### src/rtl/mbdd_pkg.sv
`timescale 1ns / 1ps
// shared types and constants for the marine bus datagram decoder
// no dependencies; imported by mbdd_decode and the top level

package mbdd_pkg;

    // datagram store geometry
    localparam int unsigned STORE_DEPTH = 5;
    localparam logic [3:0]  LEN_MAX     = 4'd15;

    // first-byte codes of the known datagrams
    localparam logic [7:0] CMD_WIND_ANGLE   = 8'h10;
    localparam logic [7:0] CMD_WIND_SPEED   = 8'h11;
    localparam logic [7:0] CMD_WATER_SPEED  = 8'h20;
    localparam logic [7:0] CMD_GROUND_SPEED = 8'h52;
    localparam logic [7:0] CMD_COURSE       = 8'h53;
    localparam logic [7:0] CMD_DEPTH        = 8'h00;
    localparam logic [7:0] CMD_AUTOPILOT    = 8'h84;
    localparam logic [7:0] CMD_ECHO         = 8'hAC;

    // datagram lengths in bytes
    localparam logic [3:0] LEN_SHORT     = 4'd4;
    localparam logic [3:0] LEN_DEPTH     = 4'd5;
    localparam logic [3:0] LEN_AUTOPILOT = 4'd9;

    // x / 10 == (x * DIV10_MAGIC) >> DIV10_SHIFT for any 16-bit x
    localparam logic [16:0] DIV10_MAGIC = 17'h0CCCD;
    localparam int unsigned DIV10_SHIFT = 19;

    // result kinds
    typedef enum logic [2:0] {
        KIND_WIND_ANGLE   = 3'd0,
        KIND_WIND_SPEED   = 3'd1,
        KIND_WATER_SPEED  = 3'd2,
        KIND_GROUND_SPEED = 3'd3,
        KIND_COURSE       = 3'd4,
        KIND_DEPTH        = 3'd5,
        KIND_AUTOPILOT    = 3'd6,
        KIND_ECHO         = 3'd7
    } t_kind;

    // snapshot of an open datagram after a data beat
    typedef struct packed {
        logic [3:0]                  len;
        logic [STORE_DEPTH-1:0][7:0] bytes;
    } t_frame;

endpackage

### src/rtl/mbdd_decode.sv
`timescale 1ns / 1ps
// combinational decode of one datagram snapshot into a result
// depends on mbdd_pkg

module mbdd_decode
    import mbdd_pkg::*;
(
    input  t_frame      i_frame,
    output logic        o_hit,
    output t_kind       o_kind,
    output logic [15:0] o_value,
    output logic [8:0]  o_course
);

    logic [7:0]  w_b0, w_b1, w_b2, w_b3, w_b4;
    logic [15:0] w_num;
    logic [33:0] w_prod;
    logic [15:0] w_quot;
    logic [15:0] w_base;

    assign w_b0 = i_frame.bytes[0];
    assign w_b1 = i_frame.bytes[1];
    assign w_b2 = i_frame.bytes[2];
    assign w_b3 = i_frame.bytes[3];
    assign w_b4 = i_frame.bytes[4];

    // shared divide by ten: depth uses b4:b3, the speeds use b3:b2
    assign w_num  = (i_frame.len == LEN_DEPTH) ? {w_b4, w_b3} : {w_b3, w_b2};
    assign w_prod = 34'(w_num) * 34'(DIV10_MAGIC);
    assign w_quot = 16'(w_prod[33:DIV10_SHIFT]);

    // quadrant times 90 plus twice the low six bits of b2
    assign w_base = 16'(w_b1[5:4]) * 16'd90 + {9'd0, w_b2[5:0], 1'b0};

    // pick the result by length and first byte
    always_comb begin
        o_hit    = 1'b0;
        o_kind   = KIND_WIND_ANGLE;
        o_value  = '0;
        o_course = '0;
        if (i_frame.len == LEN_SHORT) begin
            case (w_b0)
                CMD_WIND_ANGLE: begin
                    o_hit   = 1'b1;
                    o_kind  = KIND_WIND_ANGLE;
                    o_value = {w_b2, w_b3};
                end
                CMD_WIND_SPEED: begin
                    o_hit   = 1'b1;
                    o_kind  = KIND_WIND_SPEED;
                    o_value = 16'(w_b2[6:0]) * 16'd10 + 16'(w_b3[3:0]);
                end
                CMD_WATER_SPEED: begin
                    o_hit   = 1'b1;
                    o_kind  = KIND_WATER_SPEED;
                    o_value = w_quot;
                end
                CMD_GROUND_SPEED: begin
                    o_hit   = 1'b1;
                    o_kind  = KIND_GROUND_SPEED;
                    o_value = w_quot;
                end
                CMD_COURSE: begin
                    o_hit   = 1'b1;
                    o_kind  = KIND_COURSE;
                    o_value = w_base + 16'(w_b1[7]);
                end
                CMD_ECHO: begin
                    o_hit   = (w_b1 == 8'h00);
                    o_kind  = KIND_ECHO;
                    o_value = 16'(w_b3);
                end
                default: begin
                    o_hit = 1'b0;
                end
            endcase
        end else if (i_frame.len == LEN_DEPTH && w_b0 == CMD_DEPTH) begin
            o_hit   = 1'b1;
            o_kind  = KIND_DEPTH;
            o_value = w_quot;
        end else if (i_frame.len == LEN_AUTOPILOT && w_b0 == CMD_AUTOPILOT) begin
            // odd-heading bits add one each, so both set gives two
            o_hit    = 1'b1;
            o_kind   = KIND_AUTOPILOT;
            o_value  = w_base + 16'(w_b1[7]) + 16'(w_b1[6]);
            o_course = 9'(w_b2[7:6]) * 9'd90 + 9'(w_b3[7:1]);
        end
    end

endmodule

### src/rtl/marine_bus_datagram_decoder.sv
`timescale 1ns / 1ps
// a completing data beat passes the snapshot register, then the result register
// throughput: one beat per cycle; input stalls only while a data beat waits in the
// snapshot register behind a result that is not being taken
// reset: synchronous active low; clears the open flag, byte count and valid bits,
// the stored datagram bytes are not cleared; depends on mbdd_pkg and mbdd_decode

module marine_bus_datagram_decoder
    import mbdd_pkg::*;
(
    input  logic        i_clk,
    input  logic        i_rst_n,
    input  logic        i_valid,
    output logic        o_ready,
    input  logic [7:0]  i_data_byte,
    input  logic        i_is_command,
    output logic        o_valid,
    input  logic        i_ready,
    output logic [2:0]  o_kind,
    output logic [15:0] o_value,
    output logic [8:0]  o_course
);

    logic                        r_open;
    logic [3:0]                  r_len;
    logic [STORE_DEPTH-1:0][7:0] r_bytes;
    logic                        n_open;
    logic [3:0]                  n_len;
    logic [STORE_DEPTH-1:0][7:0] n_bytes;

    logic   r_snap_valid;
    t_frame r_snap;

    logic        r_out_valid;
    t_kind       r_kind;
    logic [15:0] r_value;
    logic [8:0]  r_course;

    logic        w_in_fire;
    logic        w_hit;
    t_kind       w_kind;
    logic [15:0] w_value;
    logic [8:0]  w_course;

    // pipeline moves when the snapshot is empty or the result register is free or drained
    assign o_ready   = !r_snap_valid || !r_out_valid || i_ready;
    assign w_in_fire = i_valid && o_ready;

    // datagram assembly: command restarts, data appends with saturating count
    always_comb begin
        n_open  = r_open;
        n_len   = r_len;
        n_bytes = r_bytes;
        if (i_is_command) begin
            n_bytes[0] = i_data_byte;
            n_len      = 4'd1;
            n_open     = 1'b1;
        end else if (r_open) begin
            for (int k = 0; k < STORE_DEPTH; k++) begin
                if (r_len == 4'(k)) begin
                    n_bytes[k] = i_data_byte;
                end
            end
            if (r_len != LEN_MAX) begin
                n_len = r_len + 4'd1;
            end
        end
    end

    always_ff @(posedge i_clk) begin
        if (!i_rst_n) begin
            r_open <= 1'b0;
            r_len  <= '0;
        end else if (w_in_fire) begin
            r_open <= n_open;
            r_len  <= n_len;
        end
    end

    always_ff @(posedge i_clk) begin
        if (w_in_fire) begin
            r_bytes <= n_bytes;
        end
    end

    // snapshot stage: one entry per data beat of an open datagram
    always_ff @(posedge i_clk) begin
        if (!i_rst_n) begin
            r_snap_valid <= 1'b0;
        end else if (o_ready) begin
            r_snap_valid <= w_in_fire && !i_is_command && r_open;
        end
    end

    always_ff @(posedge i_clk) begin
        if (w_in_fire) begin
            r_snap.len   <= n_len;
            r_snap.bytes <= n_bytes;
        end
    end

    mbdd_decode u_decode (
        .i_frame  (r_snap),
        .o_hit    (w_hit),
        .o_kind   (w_kind),
        .o_value  (w_value),
        .o_course (w_course)
    );

    // result register
    always_ff @(posedge i_clk) begin
        if (!i_rst_n) begin
            r_out_valid <= 1'b0;
        end else if (!r_out_valid || i_ready) begin
            r_out_valid <= r_snap_valid && w_hit;
        end
    end

    always_ff @(posedge i_clk) begin
        if (!r_out_valid || i_ready) begin
            r_kind   <= w_kind;
            r_value  <= w_value;
            r_course <= w_course;
        end
    end

    assign o_valid  = r_out_valid;
    assign o_kind   = r_kind;
    assign o_value  = r_value;
    assign o_course = r_course;

`ifndef SYNTHESIS
    // a command beat always restarts the count at one
    a_cmd_restart: assert property (@(posedge i_clk) disable iff (!i_rst_n)
        (w_in_fire && i_is_command) |=> (r_len == 4'd1))
        else $error("count not restarted by command beat");

    // data beats into an open datagram never lower the count
    a_len_grows: assert property (@(posedge i_clk) disable iff (!i_rst_n)
        (w_in_fire && !i_is_command && r_open) |=> (r_len >= $past(r_len)))
        else $error("byte count went down on a data beat");

    // the count holds once saturated
    a_len_sat: assert property (@(posedge i_clk) disable iff (!i_rst_n)
        (w_in_fire && !i_is_command && r_len == LEN_MAX) |=> (r_len == LEN_MAX))
        else $error("saturated byte count wrapped");

    // snapshots only exist once a datagram has been opened
    a_snap_open: assert property (@(posedge i_clk) disable iff (!i_rst_n)
        r_snap_valid |-> r_open)
        else $error("snapshot without open datagram");

    // course field is zero for every kind but autopilot
    a_course_zero: assert property (@(posedge i_clk) disable iff (!i_rst_n)
        (o_valid && r_kind != KIND_AUTOPILOT) |-> (o_course == 9'd0))
        else $error("course set on non-autopilot result");
`endif

endmodule

### config.mk
export PLATFORM = sky130hd
export DESIGN_NAME = marine_bus_datagram_decoder
export DESIGN_NICKNAME = d
export VERILOG_FILES = /design/src/rtl/mbdd_pkg.sv /design/src/rtl/mbdd_decode.sv /design/src/rtl/marine_bus_datagram_decoder.sv
export SDC_FILE = /design/constraint.sdc
export NUM_CORES = 1
export LEC_CHECK = 0
export BUFFER_PORTS_ARGS = -buffer_cell sky130_fd_sc_hd__buf_4
export CAP_MARGIN = 10
export CORE_MARGIN = 3
export CORE_UTILIZATION = 55
export CTS_CLUSTER_SIZE = 28
export DETAILED_ROUTE_END_ITERATION = 12
export GPL_ROUTABILITY_DRIVEN = 0
export HOLD_SLACK_MARGIN = 0.02
export PLACE_DENSITY_LB_ADDON = 0.12
export SKIP_CTS_REPAIR_TIMING = 1
export SYNTH_ARGS = -nofsm -noshare
export SYNTH_HDL_FRONTEND = slang
export SYNTH_SLANG_ARGS = --single-unit
### constraint.sdc
create_clock -name i_clk -period 11.7 [get_ports i_clk]
set_input_delay 1.17 -clock i_clk [delete_from_list [all_inputs] [get_ports i_clk]]
set_output_delay 1.17 -clock i_clk [all_outputs]
set_load 0.005 [all_outputs]
==> results.yml <==
detailed_routing:
  routedWlPerCell_um: 17.82
  drt-initial-drc-count: 581
  dr.pass1.iters: 5
  finalWirelength_mm: 21.14
  viasPerCell: 5.497
  antenna_left: 0
  num_vias: 6520
  drc: 0
timing:
  period_share_pct: 61.10
  slew_headroom_pct: 27.33
  hold_viol: 0
  rsz0062_at_grt: "no"
  fin_setup_tns_ns: 0
  clock_skew_ns: 0.006222
  slew_violations: 0
  setup_viol: 0
  fmax_ghz: 0.1399
  finalCriticalPeriod_ns: 7.148
  worstMarginPinSlew_ns: 1.086
global_route:
  grt_max_degree: 30
  use_met1_pct: 35.93
  busiest_layer: "met2"
  grt_pass1_wl_mm: 33.89
  gr-total-overflow: 0
  globalRouteMet2Util_pct: 37.28
  antenna_found_initial: 0
  grt_pass1_vias: 6412
  grt_use_total_pct: 24.08
  met3_usage_pct: 3.900
critical_path:
  cp.arrival_ns: 7.23
  slowest_stage: "and4bb_4"
  crit_required_ns: 11.78
  critPathBufInv: 5
  critPathTopFamily: "adder cells"
  cp-end-kind: "flop"
  critPathMaxStageDelay_ns: 0.59
  cp-start-kind: "flop"
  critPathMaxFanout: 22
  crit_type: "flop to flop"
  crit_chain: "and4bb_4 -> mux2i_1 -> inv_1 -> ha_1 -> inv_1 -> fa_1 -> inv_1 -> fa_1 -> fa_1 -> fa_1 -> inv_1 -> fa_1 -> inv_1 -> ha_1 -> and3_1 -> and3_1 -> nand3_1 -> o211a_1 -> a31o_4 -> o311ai_4 -> a21oi_2 -> xnor2_1 -> o21ai_1"
  rrSetupSlack_ns: 4.55
yosys:
  synth.distinct_cells: 57
  ys_ff_latch: 79
  yosys_warnings: 0
  synth-seq-area-share_pct: 24.90
  syn_area_per_cell_um2: 10.06
  ys.flop_type: "edfxtp_1"
  synthCells: 919
  syn_nets: 1181
  ys_async_sr_fraction_pct: 0
  synth_area_um2: 9246
  synth_edf_count: 72
power:
  p_per_area_nw_per_um2: 106.8
  vdd_ir_drop_max_mv: 0.06818
  leakagePower_nw: 4.948
clocking:
  cts_sinks: 79
  htree_levels: 3
  clock_latency_ns: 0.35
  clk_pin_slew_ns: 0.07
  cts-root-buf: "clkbuf_16"
  clock_path_buffers: 2
  numCtsBuffers: 9
  tritoncts: "yes"
floorplanning:
  core_um2: 16170
  die_y_um: 135.7
  die-area_um2: 18400
  fp-row-count: 46
  start_util_pct: 57.17
  die_x_um: 135.7
  top_level_ports: 43
final_layout:
  drive_gt1_share_pct: 8.454
  final_area_um2: 10130
  nNetsFinal: 1227
  n_antenna_cell: 0
  area_growth_pct: 9.594
job:
  cap_violations: 0
place:
  hpwl_mm: 17.90
  port_buffers: 42
  post_dp_cell_area_um2: 9822
worst_hold_path:
  holdCritPathClass: "flop to flop"
run_status:
  status: "complete, no violations"
==> power breakdown <==
part | internal, mW | switching, mW
clock network | 0.170 | 0.124
registers | 0.310 | 0.00300
logic | 0.201 | 0.275
==> flip-flops by register name (all words and copies together) (netlist names) <==
signal and flops:
o_value 16, o_kind 3, r_snap_valid 1, r_len 4, o_course 9, o_valid 1
r_open 1, r_snap 44
==> cell usage after synthesis, types with 3 or more instances <==
cell / n / area share (%)
inv_1: 197 / 8.0
ha_1: 165 / 22
fa_1: 84 / 18
edfxtp_1: 72 / 23
nand2_1: 57 / 2.3
nor2_1: 40 / 1.6
a21oi_1: 37 / 2.0
xnor2_1: 31 / 2.9
o21ai_0: 25 / 1.4
nand3_1: 20 / 1.1
xor2_1: 15 / 1.4
a21o_1: 14 / 1.1
nand2b_1: 12 / 0.81
mux2_2: 10 / 1.2
nor3_1: 10 / 0.54
nand4_1: 9 / 0.61
and2_1: 8 / 0.54
and3_1: 8 / 0.54
clkbuf_1: 8 / 0.32
mux2i_1: 8 / 0.87
nor2b_1: 8 / 0.54
dfxtp_1: 7 / 1.5
a21boi_0: 6 / 0.49
a222oi_1: 6 / 0.65
a31oi_1: 6 / 0.41
o221ai_1: 5 / 0.47
nor3b_1: 4 / 0.32
o21bai_1: 4 / 0.32
nand3b_1: 3 / 0.24
==> cell families (layout without fill, tap and decap cells) <==
logic type	after synthesis	count (layout)	synth area share, %
adder cells (fa/ha/maj)	250	250	40.62
buffers and inverters	207	258	8.430
AND/OR/NAND/NOR	192	192	10.31
AO/OA/AOI/OAI	127	127	9.297
flip-flops	79	79	24.90
XOR/XNOR	46	46	4.357
multiplexers	18	18	2.084
==> metrics by stage <==
stage,std cells,hold slack [ns],setup WS [ns],utilization [%],total power [mW]
floorplan,919,0.4546,4.723,-,0.6896
global placement,1170,0.4802,4.809,60.73,0.7911
detailed placement,1170,0.5078,4.559,60.73,0.7985
CTS,1186,0.5088,4.544,62.66,1.092
global route,1186,0.5273,4.216,62.66,1.172
finish,1186,0.5078,4.552,62.66,1.083
==> final timing paths <==
path                                    from     endpoint  cells after the start
worst max-delay path              r_snap[43]  o_value[12]                     23
worst min-delay path            r_snap_valid      o_valid                      2
worst max register to register    r_snap[43]  o_value[12]                     23
worst min register to register  r_snap_valid      o_valid                      2
==> final cells by class <==
class	instances	area, µm²
clock buffer	9	225.2
clock inverter	7	86.33
fill	1360	6040
inverter	197	739.5
multi-input combinational	633	6172
sequential	79	2302
tap	216	270.3
timing repair buffer	45	337.8
==> layout by cell type, fill, tap and decap left out, types with 25 or more instances in the layout <==
master and count:
a21oi_1 37, buf_4 45, edfxtp_1 72, fa_1 84
ha_1 165, inv_1 197, nand2_1 57, nor2_1 40
o21ai_0 25, xnor2_1 31
==> per-layer routing <==
metal	share of wire, %	vias up
met2	45	182
li1	-	3182
met5	0	-
met4	1.5	0
met3	6.3	25
met1	47	3131
==> worst reg2reg max path: cells and delay by family (launching register included) <==
| kind | cells | cell delay (ns) |
|---|---|---|
| mux | 1 | 0.50 |
| fa+ha+maj | 7 | 3.31 |
| buf+inv | 5 | 0.39 |
| compound gates | 5 | 1.04 |
| xor+xnor | 1 | 0.17 |
| flops | 1 | 0.41 |
| simple gates | 4 | 1.06 |
Power figures use the tool's default switching activity.
